**src/hdl/crlb_pkg.sv**
```systemverilog
// ----------------------------------------------------------------------------
// CIGAR run-length builder package
// Shared widths, operation and error codes, result item and queue status types.
// ----------------------------------------------------------------------------
package crlb_pkg;

  localparam int FIELD_W      = 16;
  localparam int LEN_BITS_DEF = 16;
  localparam int MAX_RESULTS  = 3;
  localparam int RES_CNT_W    = $clog2(MAX_RESULTS + 1);
  localparam int FIFO_DEPTH   = 4;
  localparam int FIFO_PTR_W   = $clog2(FIFO_DEPTH);
  localparam int FIFO_CNT_W   = $clog2(FIFO_DEPTH + 1);

  // operation characters
  localparam logic [7:0] CH_M  = 8'h4D;
  localparam logic [7:0] CH_I  = 8'h49;
  localparam logic [7:0] CH_D  = 8'h44;
  localparam logic [7:0] CH_N  = 8'h4E;
  localparam logic [7:0] CH_S  = 8'h53;
  localparam logic [7:0] CH_H  = 8'h48;
  localparam logic [7:0] CH_P  = 8'h50;
  localparam logic [7:0] CH_EQ = 8'h3D;
  localparam logic [7:0] CH_X  = 8'h58;

  // operation codes
  localparam logic [3:0] OP_M   = 4'd0;
  localparam logic [3:0] OP_I   = 4'd1;
  localparam logic [3:0] OP_D   = 4'd2;
  localparam logic [3:0] OP_N   = 4'd3;
  localparam logic [3:0] OP_S   = 4'd4;
  localparam logic [3:0] OP_H   = 4'd5;
  localparam logic [3:0] OP_P   = 4'd6;
  localparam logic [3:0] OP_EQ  = 4'd7;
  localparam logic [3:0] OP_X   = 4'd8;
  localparam logic [3:0] OP_INV = 4'd9;

  // error codes
  localparam logic [1:0] ERR_NONE    = 2'd0;
  localparam logic [1:0] ERR_SAT     = 2'd1;
  localparam logic [1:0] ERR_OVERRUN = 2'd2;

  localparam logic KIND_OP      = 1'b0;
  localparam logic KIND_SUMMARY = 1'b1;

  typedef enum logic [1:0] {
    PH_LEAD = 2'd0,
    PH_SKIP = 2'd1,
    PH_RUN  = 2'd2
  } phase_t;

  typedef struct packed {
    logic               kind;
    logic [3:0]         op_code;
    logic [FIELD_W-1:0] run_length;
    logic [FIELD_W-1:0] position_adjust;
    logic [FIELD_W-1:0] reference_length;
    logic [FIELD_W-1:0] aligned_query_length;
    logic [FIELD_W-1:0] start_clips;
    logic [FIELD_W-1:0] start_hard_clips;
    logic [FIELD_W-1:0] end_clips;
    logic [FIELD_W-1:0] end_hard_clips;
    logic [1:0]         error;
    logic               last;
  } crlb_result_t;

  typedef struct packed {
    logic [FIFO_CNT_W-1:0] count;
    logic                  room;
  } crlb_fifo_stat_t;

  function automatic logic [3:0] char_code(input logic [7:0] c);
    logic [3:0] code;
    begin
      case (c)
        CH_M:    code = OP_M;
        CH_I:    code = OP_I;
        CH_D:    code = OP_D;
        CH_N:    code = OP_N;
        CH_S:    code = OP_S;
        CH_H:    code = OP_H;
        CH_P:    code = OP_P;
        CH_EQ:   code = OP_EQ;
        CH_X:    code = OP_X;
        default: code = OP_INV;
      endcase
      return code;
    end
  endfunction

endpackage

```
**src/hdl/cigar_run_length_builder.sv**
```systemverilog
// ----------------------------------------------------------------------------
// CIGAR run-length builder
// Streams per-base operation characters and emits CIGAR operation runs
// followed by one end-of-read summary per read.
// ----------------------------------------------------------------------------
// Usage:
//   Input channel (in_*): one operation character per transaction, with the
//   soft clip count (used on a read's first character) and a last flag.
//   Result channel (out_*): operation runs (kind 0) and, after each read's
//   last character, a summary (kind 1, last 1).
//   cfg_wr_en/cfg_wr_data set the soft-clip-as-hard mode; write it only
//   while no read is in flight.
//   Path: the input register takes a transaction when it is accepted, the
//   step logic then queues its results once the queue has room, and
//   out_valid rises when the queue holds them.
//   Throughput: one input transaction per cycle while each produces at most
//   one result and out_stall is low; a character can produce up to three
//   results (closing run, final run, summary), and the single result port
//   drains them at one per cycle from a four-entry result queue.
//   Reset (rst_n low, synchronous) returns the read state, the mode and the
//   queue to empty; the block is ready as soon as reset is released.
//   When out_stall holds, results wait in the queue; once the queue has no
//   room for the next character's results, in_stall rises.
// ----------------------------------------------------------------------------
module cigar_run_length_builder #(
  parameter int LEN_BITS = crlb_pkg::LEN_BITS_DEF
) (
  input  logic                             clk,
  input  logic                             rst_n,
  input  logic                             cfg_wr_en,
  input  logic                             cfg_wr_data,
  input  logic                             in_valid,
  output logic                             in_stall,
  input  logic [7:0]                       in_op_char,
  input  logic [crlb_pkg::FIELD_W-1:0]     in_soft_clip_start,
  input  logic                             in_last_char,
  output logic                             out_valid,
  input  logic                             out_stall,
  output logic                             out_kind,
  output logic [3:0]                       out_op_code,
  output logic [crlb_pkg::FIELD_W-1:0]     out_run_length,
  output logic [crlb_pkg::FIELD_W-1:0]     out_position_adjust,
  output logic [crlb_pkg::FIELD_W-1:0]     out_reference_length,
  output logic [crlb_pkg::FIELD_W-1:0]     out_aligned_query_length,
  output logic [crlb_pkg::FIELD_W-1:0]     out_start_clips,
  output logic [crlb_pkg::FIELD_W-1:0]     out_start_hard_clips,
  output logic [crlb_pkg::FIELD_W-1:0]     out_end_clips,
  output logic [crlb_pkg::FIELD_W-1:0]     out_end_hard_clips,
  output logic [1:0]                       out_error,
  output logic                             out_last
);
  import crlb_pkg::*;

  logic                 hard_mode_r;
  logic                 in_valid_r, in_valid_nxt;
  logic [7:0]           op_char_r;
  logic [FIELD_W-1:0]   soft_clip_start_r;
  logic                 last_char_r;
  logic                 in_accept;
  logic                 step_en;

  crlb_result_t [MAX_RESULTS-1:0] step_res;
  logic [RES_CNT_W-1:0]           step_cnt;
  crlb_result_t                   head;
  crlb_fifo_stat_t                fifo_stat;

  assign step_en   = in_valid_r && fifo_stat.room;
  assign in_stall  = in_valid_r && !fifo_stat.room;
  assign in_accept = in_valid && !in_stall;

  always_comb begin
    in_valid_nxt = in_valid_r;
    if (in_accept) begin
      in_valid_nxt = 1'b1;
    end else if (step_en) begin
      in_valid_nxt = 1'b0;
    end
  end

  always_ff @(posedge clk) begin
    if (!rst_n) begin
      hard_mode_r <= 1'b0;
      in_valid_r  <= 1'b0;
    end else begin
      if (cfg_wr_en) begin
        hard_mode_r <= cfg_wr_data;
      end
      in_valid_r <= in_valid_nxt;
    end
  end

  always_ff @(posedge clk) begin
    if (in_accept) begin
      op_char_r         <= in_op_char;
      soft_clip_start_r <= in_soft_clip_start;
      last_char_r       <= in_last_char;
    end
  end

  crlb_step #(
    .LEN_BITS(LEN_BITS)
  ) u_step (
    .clk             (clk),
    .rst_n           (rst_n),
    .hard_mode       (hard_mode_r),
    .en              (step_en),
    .op_char         (op_char_r),
    .soft_clip_start (soft_clip_start_r),
    .last_char       (last_char_r),
    .res             (step_res),
    .res_cnt         (step_cnt)
  );

  crlb_fifo u_fifo (
    .clk        (clk),
    .rst_n      (rst_n),
    .push       (step_en),
    .push_items (step_res),
    .push_cnt   (step_cnt),
    .out_stall  (out_stall),
    .out_valid  (out_valid),
    .out_item   (head),
    .stat       (fifo_stat)
  );

  assign out_kind                 = head.kind;
  assign out_op_code              = head.op_code;
  assign out_run_length           = head.run_length;
  assign out_position_adjust      = head.position_adjust;
  assign out_reference_length     = head.reference_length;
  assign out_aligned_query_length = head.aligned_query_length;
  assign out_start_clips          = head.start_clips;
  assign out_start_hard_clips     = head.start_hard_clips;
  assign out_end_clips            = head.end_clips;
  assign out_end_hard_clips       = head.end_hard_clips;
  assign out_error                = head.error;
  assign out_last                 = head.last;

  a_queue_bound : assert property (@(posedge clk) disable iff (!rst_n)
    fifo_stat.count <= FIFO_CNT_W'(FIFO_DEPTH))
    else $error("result queue count beyond depth");

  a_last_has_summary : assert property (@(posedge clk) disable iff (!rst_n)
    step_en && last_char_r |-> step_cnt != '0)
    else $error("last character produced no summary");

  a_summary_offered : assert property (@(posedge clk) disable iff (!rst_n)
    step_en && last_char_r |=> out_valid)
    else $error("no result offered after end of read");

  a_empty_no_stall : assert property (@(posedge clk) disable iff (!rst_n)
    !in_valid_r |-> !in_stall)
    else $error("input stalled with empty input register");

endmodule

```
**src/hdl/crlb_step.sv**
```systemverilog
// ----------------------------------------------------------------------------
// CIGAR run-length builder step
// Per-read state and the single-pass logic that turns one registered
// character into zero to three result items.
// ----------------------------------------------------------------------------
module crlb_step #(
  parameter int LEN_BITS = crlb_pkg::LEN_BITS_DEF
) (
  input  logic                                        clk,
  input  logic                                        rst_n,
  input  logic                                        hard_mode,
  input  logic                                        en,
  input  logic [7:0]                                  op_char,
  input  logic [crlb_pkg::FIELD_W-1:0]                soft_clip_start,
  input  logic                                        last_char,
  output crlb_pkg::crlb_result_t [crlb_pkg::MAX_RESULTS-1:0] res,
  output logic [crlb_pkg::RES_CNT_W-1:0]              res_cnt
);
  import crlb_pkg::*;

  localparam logic [32:0] LEN_LIMIT = (33'd1 << LEN_BITS) - 33'd1;

  typedef struct packed {
    logic [LEN_BITS-1:0] ref_sum;
    logic [LEN_BITS-1:0] query_sum;
    logic [LEN_BITS-1:0] start_sum;
    logic [LEN_BITS-1:0] start_hard_sum;
    logic [LEN_BITS-1:0] end_sum;
    logic [LEN_BITS-1:0] end_hard_sum;
    logic                in_clip_prefix;
    logic                in_hard_prefix;
    logic [1:0]          err;
  } acc_t;

  localparam acc_t ACC_INIT = '{in_clip_prefix: 1'b1, in_hard_prefix: 1'b1, default: '0};

  phase_t              phase_r, phase_nxt;
  logic [LEN_BITS-1:0] skip_r, skip_nxt;
  logic [LEN_BITS-1:0] clip_r, clip_nxt;
  logic [7:0]          run_char_r, run_char_nxt;
  logic [LEN_BITS-1:0] run_len_r, run_len_nxt;
  logic [LEN_BITS-1:0] adj_r, adj_nxt;
  acc_t                acc_r, acc_nxt;

  // top bit flags saturation, low bits hold the clamped sum
  function automatic logic [LEN_BITS:0] sat_add(input logic [LEN_BITS-1:0] a,
                                                input logic [LEN_BITS-1:0] b);
    logic [LEN_BITS:0] s;
    begin
      s = {1'b0, a} + {1'b0, b};
      if (s[LEN_BITS]) begin
        s = {1'b1, {LEN_BITS{1'b1}}};
      end
      return s;
    end
  endfunction

  function automatic logic [1:0] mark_sat(input logic [1:0] err, input logic ov);
    return (ov && (err == ERR_NONE)) ? ERR_SAT : err;
  endfunction

  function automatic acc_t acc_op(input acc_t a, input logic [3:0] code,
                                  input logic [LEN_BITS-1:0] len);
    acc_t              r;
    logic              clip;
    logic              hard;
    logic [LEN_BITS:0] s;
    begin
      r    = a;
      clip = (code == OP_S) || (code == OP_H);
      hard = (code == OP_H);
      if ((code == OP_M) || (code == OP_D) || (code == OP_N)) begin
        s = sat_add(r.ref_sum, len);
        r.ref_sum = s[LEN_BITS-1:0];
        r.err = mark_sat(r.err, s[LEN_BITS]);
      end
      if ((code == OP_M) || (code == OP_I)) begin
        s = sat_add(r.query_sum, len);
        r.query_sum = s[LEN_BITS-1:0];
        r.err = mark_sat(r.err, s[LEN_BITS]);
      end
      if (r.in_clip_prefix && clip) begin
        s = sat_add(r.start_sum, len);
        r.start_sum = s[LEN_BITS-1:0];
        r.err = mark_sat(r.err, s[LEN_BITS]);
      end else begin
        r.in_clip_prefix = 1'b0;
      end
      if (r.in_hard_prefix && hard) begin
        s = sat_add(r.start_hard_sum, len);
        r.start_hard_sum = s[LEN_BITS-1:0];
        r.err = mark_sat(r.err, s[LEN_BITS]);
      end else begin
        r.in_hard_prefix = 1'b0;
      end
      if (clip) begin
        s = sat_add(r.end_sum, len);
        r.end_sum = s[LEN_BITS-1:0];
        r.err = mark_sat(r.err, s[LEN_BITS]);
      end else begin
        r.end_sum = '0;
      end
      if (hard) begin
        s = sat_add(r.end_hard_sum, len);
        r.end_hard_sum = s[LEN_BITS-1:0];
        r.err = mark_sat(r.err, s[LEN_BITS]);
      end else begin
        r.end_hard_sum = '0;
      end
      return r;
    end
  endfunction

  function automatic crlb_result_t op_item(input logic [3:0] code,
                                           input logic [LEN_BITS-1:0] len);
    crlb_result_t r;
    begin
      r            = '0;
      r.kind       = KIND_OP;
      r.op_code    = code;
      r.run_length = FIELD_W'(len);
      return r;
    end
  endfunction

  function automatic logic [3:0] emit_code(input logic [3:0] code, input logic hard);
    return ((code == OP_S) && hard) ? OP_H : code;
  endfunction

  logic                  clamp;
  logic [LEN_BITS-1:0]   clip_in;
  logic                  do_run;
  logic [LEN_BITS:0]     s;
  logic [3:0]            code;
  logic [RES_CNT_W-1:0]  n;
  crlb_result_t [MAX_RESULTS-1:0] items;

  assign clamp   = 33'(soft_clip_start) > LEN_LIMIT;
  assign clip_in = clamp ? {LEN_BITS{1'b1}} : LEN_BITS'(soft_clip_start);

  always_comb begin
    phase_nxt    = phase_r;
    skip_nxt     = skip_r;
    clip_nxt     = clip_r;
    run_char_nxt = run_char_r;
    run_len_nxt  = run_len_r;
    adj_nxt      = adj_r;
    acc_nxt      = acc_r;
    items        = '0;
    n            = '0;
    do_run       = 1'b0;
    s            = '0;
    code         = OP_INV;

    case (phase_r)
      PH_LEAD: begin
        // first item of a read samples the clip count
        if (adj_r == '0) begin
          clip_nxt    = clip_in;
          acc_nxt.err = mark_sat(acc_nxt.err, clamp);
        end
        if (op_char == CH_N) begin
          s           = sat_add(adj_r, LEN_BITS'(1));
          adj_nxt     = s[LEN_BITS-1:0];
          acc_nxt.err = mark_sat(acc_nxt.err, s[LEN_BITS]);
        end else if (clip_nxt != '0) begin
          code     = emit_code(OP_S, hard_mode);
          acc_nxt  = acc_op(acc_nxt, code, clip_nxt);
          items[n] = op_item(code, clip_nxt);
          n        = n + RES_CNT_W'(1);
          skip_nxt = clip_nxt - LEN_BITS'(1);
          phase_nxt = (skip_nxt != '0) ? PH_SKIP : PH_RUN;
        end else begin
          phase_nxt = PH_RUN;
          do_run    = 1'b1;
        end
      end
      PH_SKIP: begin
        if (skip_r != '0) begin
          skip_nxt = skip_r - LEN_BITS'(1);
          if (skip_nxt == '0) begin
            phase_nxt = PH_RUN;
          end
        end else begin
          phase_nxt = PH_RUN;
          do_run    = 1'b1;
        end
      end
      default: begin
        phase_nxt = PH_RUN;
        do_run    = 1'b1;
      end
    endcase

    if (do_run) begin
      if ((run_len_r != '0) && (op_char == run_char_r)) begin
        s           = sat_add(run_len_r, LEN_BITS'(1));
        run_len_nxt = s[LEN_BITS-1:0];
        acc_nxt.err = mark_sat(acc_nxt.err, s[LEN_BITS]);
      end else begin
        // close the open run before starting a new one
        if (run_len_r != '0) begin
          code     = emit_code(char_code(run_char_r), hard_mode);
          acc_nxt  = acc_op(acc_nxt, code, run_len_r);
          items[n] = op_item(code, run_len_r);
          n        = n + RES_CNT_W'(1);
        end
        run_char_nxt = op_char;
        run_len_nxt  = LEN_BITS'(1);
      end
    end

    if (last_char) begin
      if ((phase_nxt == PH_LEAD) && (clip_nxt != '0)) begin
        code        = emit_code(OP_S, hard_mode);
        acc_nxt     = acc_op(acc_nxt, code, clip_nxt);
        items[n]    = op_item(code, clip_nxt);
        n           = n + RES_CNT_W'(1);
        acc_nxt.err = ERR_OVERRUN;
      end
      if ((phase_nxt == PH_SKIP) && (skip_nxt != '0)) begin
        acc_nxt.err = ERR_OVERRUN;
      end
      if (run_len_nxt != '0) begin
        code     = emit_code(char_code(run_char_nxt), hard_mode);
        acc_nxt  = acc_op(acc_nxt, code, run_len_nxt);
        items[n] = op_item(code, run_len_nxt);
        n        = n + RES_CNT_W'(1);
      end
      s           = sat_add(adj_nxt, clip_nxt);
      acc_nxt.err = mark_sat(acc_nxt.err, s[LEN_BITS]);
      items[n]                      = '0;
      items[n].kind                 = KIND_SUMMARY;
      items[n].position_adjust      = FIELD_W'(s[LEN_BITS-1:0]);
      items[n].reference_length     = FIELD_W'(acc_nxt.ref_sum);
      items[n].aligned_query_length = FIELD_W'(acc_nxt.query_sum);
      items[n].start_clips          = FIELD_W'(acc_nxt.start_sum);
      items[n].start_hard_clips     = FIELD_W'(acc_nxt.start_hard_sum);
      items[n].end_clips            = FIELD_W'(acc_nxt.end_sum);
      items[n].end_hard_clips       = FIELD_W'(acc_nxt.end_hard_sum);
      items[n].error                = acc_nxt.err;
      items[n].last                 = 1'b1;
      n = n + RES_CNT_W'(1);

      // return to the start-of-read state
      phase_nxt    = PH_LEAD;
      skip_nxt     = '0;
      clip_nxt     = '0;
      run_char_nxt = '0;
      run_len_nxt  = '0;
      adj_nxt      = '0;
      acc_nxt      = '0;
      acc_nxt.in_clip_prefix = 1'b1;
      acc_nxt.in_hard_prefix = 1'b1;
    end
  end

  assign res     = items;
  assign res_cnt = n;

  always_ff @(posedge clk) begin
    if (!rst_n) begin
      phase_r    <= PH_LEAD;
      skip_r     <= '0;
      clip_r     <= '0;
      run_char_r <= '0;
      run_len_r  <= '0;
      adj_r      <= '0;
      acc_r      <= ACC_INIT;
    end else if (en) begin
      phase_r    <= phase_nxt;
      skip_r     <= skip_nxt;
      clip_r     <= clip_nxt;
      run_char_r <= run_char_nxt;
      run_len_r  <= run_len_nxt;
      adj_r      <= adj_nxt;
      acc_r      <= acc_nxt;
    end
  end

endmodule

```
**src/hdl/crlb_fifo.sv**
```systemverilog
// ----------------------------------------------------------------------------
// CIGAR run-length builder result queue
// Takes up to three result items per cycle and hands them out one per cycle while out_stall is low.
// ----------------------------------------------------------------------------
module crlb_fifo (
  input  logic                                               clk,
  input  logic                                               rst_n,
  input  logic                                               push,
  input  crlb_pkg::crlb_result_t [crlb_pkg::MAX_RESULTS-1:0] push_items,
  input  logic [crlb_pkg::RES_CNT_W-1:0]                     push_cnt,
  input  logic                                               out_stall,
  output logic                                               out_valid,
  output crlb_pkg::crlb_result_t                             out_item,
  output crlb_pkg::crlb_fifo_stat_t                          stat
);
  import crlb_pkg::*;

  crlb_result_t          mem [FIFO_DEPTH];
  logic [FIFO_PTR_W-1:0] wr_ptr_r, wr_ptr_nxt;
  logic [FIFO_PTR_W-1:0] rd_ptr_r, rd_ptr_nxt;
  logic [FIFO_CNT_W-1:0] cnt_r, cnt_nxt;
  logic                  pop;
  logic [FIFO_CNT_W:0]   fill_after;

  assign pop        = (cnt_r != '0) && !out_stall;
  // room check counts this cycle's pop so the queue keeps one item a cycle
  assign fill_after = {1'b0, cnt_r} - (FIFO_CNT_W + 1)'(pop)
                      + (FIFO_CNT_W + 1)'(push_cnt);

  assign stat.count = cnt_r;
  assign stat.room  = fill_after <= (FIFO_CNT_W + 1)'(FIFO_DEPTH);

  assign out_valid = cnt_r != '0;
  assign out_item  = mem[rd_ptr_r];

  always_comb begin
    wr_ptr_nxt = wr_ptr_r;
    rd_ptr_nxt = rd_ptr_r;
    cnt_nxt    = cnt_r;
    if (push) begin
      wr_ptr_nxt = wr_ptr_r + FIFO_PTR_W'(push_cnt);
      cnt_nxt    = cnt_nxt + FIFO_CNT_W'(push_cnt);
    end
    if (pop) begin
      rd_ptr_nxt = rd_ptr_r + FIFO_PTR_W'(1);
      cnt_nxt    = cnt_nxt - FIFO_CNT_W'(1);
    end
  end

  always_ff @(posedge clk) begin
    if (!rst_n) begin
      wr_ptr_r <= '0;
      rd_ptr_r <= '0;
      cnt_r    <= '0;
    end else begin
      wr_ptr_r <= wr_ptr_nxt;
      rd_ptr_r <= rd_ptr_nxt;
      cnt_r    <= cnt_nxt;
    end
  end

  always_ff @(posedge clk) begin
    for (int i = 0; i < MAX_RESULTS; i++) begin
      if (push && (RES_CNT_W'(i) < push_cnt)) begin
        mem[wr_ptr_r + FIFO_PTR_W'(i)] <= push_items[i];
      end
    end
  end

endmodule

```
**config.mk**
```make
export PLATFORM = sky130hd
export DESIGN_NAME = cigar_run_length_builder
export DESIGN_NICKNAME = d
export VERILOG_FILES = /design/src/hdl/crlb_pkg.sv /design/src/hdl/cigar_run_length_builder.sv /design/src/hdl/crlb_step.sv /design/src/hdl/crlb_fifo.sv
export SDC_FILE = /design/constraint.sdc
export NUM_CORES = 2
export LEC_CHECK = 0
export ABC_CLOCK_PERIOD_IN_PS = 23600
export BUFFER_PORTS_ARGS = -buffer_cell sky130_fd_sc_hd__buf_2
export CAP_MARGIN = 10
export CORE_MARGIN = 2
export CORE_UTILIZATION = 40
export CTS_BUF_LIST = sky130_fd_sc_hd__clkbuf_16
export CTS_CLUSTER_DIAMETER = 200
export DETAILED_ROUTE_END_ITERATION = 10
export PLACE_DENSITY = 0.65
export SYNTH_ARGS = -nofsm -noshare
export SYNTH_HDL_FRONTEND = slang
export SYNTH_SLANG_ARGS = --single-unit
export TNS_END_PERCENT = 20
```
**constraint.sdc**
```tcl
create_clock -name clk -period 23.6 [get_ports clk]
set_input_delay 1.18 -clock clk [delete_from_list [all_inputs] [get_ports clk]]
set_output_delay 1.18 -clock clk [all_outputs]
set_load 0.005 [all_outputs]
```
[Yosys cells after proc, flatten, opt, wreduce, memory -nomap -nowiden]
Memories as Yosys holds them, arrays and structs flattened. A register that Yosys moved wholly into a read port is not among the register bits.
Index checks and enable logic that the tools add are counted.
Cells by class
  add/sub/neg operators: 41
  magnitude comparators: 12
  equality and inequality tests: 39
  multiplexer cells: 339
  bitwise operators: 2
  reductions and logical operators: 95
Operators by type and width (number)
  $bwmux W408: 13
  $demux W136 S2: 14
  $mux W408: 8
  $mux W17: 92
  $mux W136: 7
  $mux W100: 9
  $mux W16: 44
  $add A16 B16 Y17: 25
  $and A408 B408 Y408: 1
  $not A408 Y408: 1
  $mux W2: 102
  $mux W98: 2
  $eq A8 B7 Y1 const B: 17
  $mux W135: 1
  $mux W115: 1
  $reduce_bool A16 Y1: 7
  $mux W99: 1
  $mux W83: 1
  $pmux W4 S9: 2
  $mux W67: 1
  $mux W51: 1
  $logic_and A1 B1 Y1: 45
  $logic_not A2 Y1: 21
  $mux W35: 1
  other kinds (34): 111
Storage, ports and cells
  flip-flop bits (word level): 208
  memory bits (writable): 544
  output and inout bits: 138
  memories: 1
Memories
  u_fifo.mem: depth 4, bits a word 136, rd ports 1, clocked after memory_dff 1, write ports 3, RTL line crlb_fifo.sv:18  | crlb_result_t mem [FIFO_DEPTH];

[Longest topological paths before layout]
  word-level depth: 151
  mapped depth: 61

[Modules after synthesis]
Synthesis repeated with hierarchy kept, for this count alone.
Unflattened totals
  cells, all modules: 7267
  area, all modules: 64884.7 um^2
Modules (own cells, without submodules)
  crlb_step: instances 1, cells each 4619, area an instance 32587.5 um^2
  crlb_fifo: instances 1, cells each 2615, area an instance 31456.4 um^2
  cigar_run_length_builder: instances 1, cells each 33, area an instance 840.8 um^2

[Worst setup path before layout]
OpenSTA, ideal clock, no wires.
  kind: register to register
  start point: reg u_step.adj_r[0]
  end point: mem u_fifo.mem[0][0] (netlist bit) (enable)
  data arrival time: 19424 ps
  slack: 3348 ps
  stages on the path, launching flop included: 44
  path buffers: 13
  clock period less this slack: 20252 ps
  cells stage by stage: dfxtp_1 -> inv_1 -> ha_1 -> nor4b_1 -> and4_1 -> buf_2 -> buf_1 -> clkbuf_1 -> clkbuf_1 -> mux2i_1 -> ha_1 -> buf_1 -> nand2_1 -> mux2i_1 -> buf_2 -> clkbuf_1 -> a21o_1 -> inv_1 -> [... 8 more ...] -> nand2_1 -> a21boi_0 -> ha_1 -> nand2b_1 -> o41ai_1 -> clkbuf_1 -> ha_1 -> inv_1 -> ha_1 -> a21o_1 -> a21oi_1 -> xnor2_1 -> nand2_1 -> nor2_1 -> clkbuf_1 -> clkbuf_1 -> o21ai_0 -> a211oi_1
RTL lines
  from (decl): RTL line crlb_step.sv:42  | logic [LEN_BITS-1:0] adj_r, adj_nxt;
  from (signal assigned): RTL line crlb_step.sv:276  | adj_r <= adj_nxt;
  to (decl): RTL line crlb_fifo.sv:18

==> flow_summary.toml <==
[yosys]
synth_top_flop_cell = "edfxtp_1"
async_flop_share_pct = 0
synth-seq-cells = 750
syn_area_per_cell_sq_um = 9.41
yosysSeqAreaShare_pct = 37.6
synthesis.nets = 6260
yosysWarnings = 0
syn_area_sq_um = 55000
synth_top_area_share_pct = 30.9
syn_inst = 5843
synth.most_common_cell = "nor2_1"
synth_cell_type_count = 105
synth-edff-count = 565
synth_common_cells = "nor2_1 (805), edfxtp_1 (565), a21oi_1 (389), nand2_1 (389), ha_1 (363)"
synth_area_leaders = "edfxtp_1 (31%), ha_1 (8.3%), dfxtp_1 (6.7%)"
synth_area_leader_cell = "edfxtp_1"

[routing]
m1WireLength_mm = 81.6
ant_nets = 0
vias = 48544
viasPerCell = 6.23
wl_met2_mm = 88.0
drt-wirelength-per-cell_um = 25.5
finalWirelength_mm = 198
dr.pass1.iters = 6
dr.first_iter.drc_count = 5502
dr.max_layer_used = "met5"
wl_met3_mm = 19.1
drc = 0

[min_path]
hold_depth = 2
holdCritPathClass = "reg -> reg"
worstHoldStart = "u_step.clip_r[14]"
hold_end = "u_step.clip_r[14]"

[floorplanning]
core_sq_um = 137000
rows = 136
dieHeight_um = 375
die_area_sq_um = 140000
io_pins = 169
die_w_um = 375
start_util_pct = 40.1

[setup_path]
slowest_stage = "o21ai_0"
reg2reg_from = "u_step.adj_r[0]"
r2r_slack_ns = 9.02
start_kind = "flip-flop"
crit_required_ns = 24.16
r2r_cells = 54
cp_max_fo = 34
end_kind = "flip-flop"
cpPeakStageDelay_ns = 0.52
worst-endpoint-arrival_ns = 15.14
crit_top_cell = "o21ai_0"
crit_type = "reg -> reg"
r2r_end = "u_fifo.mem[1][1]"

[grt]
antenna_found_initial = 3
grt_usage_pct = 27.4
grt_overflow = 0
grt_pass1_wl_mm = 293
first_global_vias = 45316
grt_max_degree = 174

[power_and_ir_drop]
p_leak_nw = 23.0
irDropWorstVdd_mv = 0.169
p_per_area_nw_per_um2 = 143

[timing]
hold_violations = 0
setup_viol = 0
fin_setup_tns_ns = 0
slew_violations = 3
worst_pin_slew_ns = 1.55
min_period_ns = 14.58
relSlewSlack_pct = -3.79
fmax_mhz = 68.6
rsz0062_at_grt = "no"
fin_crit_sh_pct = 61.8
skew_ns = 0.0310
holdWs_ns = 0.548

[place]
hpwl_mm = 139
port-buffer-count = 168
globalplace.congestion = 1.03

[run_status]
failed_checks = "capacitance limit, slew limit"
status = "finished, violations left"

[final_layout]
fillers = 13097
fin_nets = 6338
final_layout_size_suffix_gt1_share_pct = 11.5
area_growth_pct = 10.2

[clock_tree]
cts_resized = 0
cts_tree = "built"
cts_sinks = 750
h-tree-depth = 3
cts_buffer_depth = 3
insertion_delay_ns = 0.74
cts_made_buffers = 85
path_clk_slew_ns = 0.06
post_cts_buffers = 0
postCtsHoldBufs = 0
clockRootBuffer = "clkbuf_16"

[flow_run]
cap_violations = 1
-- final cells by class --
cell class / instances / area (sq um) / area share [%]
multi-input combinational: 4566 / 32300 / 53.3
clock inverter: 73 / 528 / 0.872
tap: 1794 / 2240 / 3.71
timing repair buffer: 314 / 1950 / 3.22
sequential: 750 / 20700 / 34.1
clock buffer: 85 / 2130 / 3.51
antenna: 3 / 7.51 / 0.0124
inverter: 204 / 766 / 1.26
-- worst max-delay path: cells and delay by family (launching register included) --
kind	cells	cell delay, ns
buffers and inverters	6	1.45
adders and majority gates	8	2.53
DFF	1	0.34
AOI/OAI and AO/OA	28	7.57
and+or+nand+nor	11	2.13
muxes	1	0.39
-- placed cells by master, fill, tap and decap left out, types with 135 or more instances in the layout --
master / count
xnor2_1: 165
nor2_1: 799
dfxtp_1: 183
buf_2: 167
inv_1: 231
o21ai_0: 245
a22oi_1: 144
nor2b_1: 184
nand2_1: 389
edfxtp_1: 565
buf_4: 146
ha_1: 363
mux4_2: 135
a21oi_1: 386
-- power breakdown --
| part | leakage, nW | total [mW] | internal (mW) | switching [mW] |
|---|---|---|---|---|
| clock | 1.40 | 1.28 | 0.696 | 0.589 |
| sequential | 6.60 | 2.08 | 1.91 | 0.165 |
| combinational | 15.0 | 5.30 | 1.86 | 3.44 |
-- flip-flops by register name, indices dropped and copies added, names as in the netlist, 3 cells and up, named ones only --
| register | count |
|---|---|
| op_char_r | 8 |
| soft_clip_start_r | 16 |
| u_fifo.cnt_r | 3 |
| u_fifo.mem | 540 |
| u_step.acc_r | 100 |
| u_step.adj_r | 16 |
| u_step.clip_r | 16 |
| u_step.run_char_r | 8 |
| u_step.run_len_r | 16 |
| u_step.skip_r | 16 |
-- worst max path at each step --
| stage | end | start | slack [ns] |
|---|---|---|---|
| 2_1_floorplan | u_fifo.mem[0][0] | u_step.adj_r[0] | 3.35 |
| 3_3_place_gp | u_fifo.mem[3][1] | u_step.adj_r[0] | 9.08 |
| 3_5_place_dp | u_fifo.mem[1][1] | u_step.adj_r[0] | 9.40 |
| 4_1_cts | u_fifo.mem[1][1] | u_step.adj_r[0] | 9.33 |
| 5_1_grt | u_fifo.mem[3][1] | u_step.adj_r[0] | 8.17 |
| 6_report | u_fifo.mem[1][1] | u_step.adj_r[0] | 9.02 |
-- layer usage --
| metal | vias up | global-route usage, % |
|---|---|---|
| li1 | 22071 | - |
| met1 | 23597 | 36.2 |
| met2 | 2377 | 42.2 |
| met3 | 495 | 6.37 |
| met4 | 4 | 13.4 |
| met5 | - | 0 |
-- stage by stage --
| stage | cells | setup WS (ns) | instance area, sq um | util, % | power, mW |
|---|---|---|---|---|---|
| after floorplan | 5843 | 3.35 | 55000 | - | 5.75 |
| after global placement | 7626 | 9.08 | 57900 | 42.3 | 7.23 |
| after detailed placement | 7627 | 9.40 | 57900 | 42.3 | 7.29 |
| after CTS | 7785 | 9.33 | 60600 | 44.2 | 8.59 |
| after global routing | 7786 | 8.17 | 60600 | 44.2 | 9.18 |
| final | 7789 | 9.02 | 60600 | 44.2 | 8.67 |
-- cell families (layout without fill, tap and decap cells) --
kind of cell | Yosys count | count (layout) | share of synthesized area, %
simple gates | 2039 | 2039 | 17.5
compound gates | 1641 | 1641 | 20.1
flops | 750 | 750 | 37.6
buf+inv | 527 | 676 | 4.05
fa+ha+maj | 386 | 386 | 9.10
xor+xnor | 285 | 285 | 4.54
mux | 215 | 215 | 7.05
other cells | 0 | 3 | 0
No activity file was read; power rests on OpenSTA's default activity.
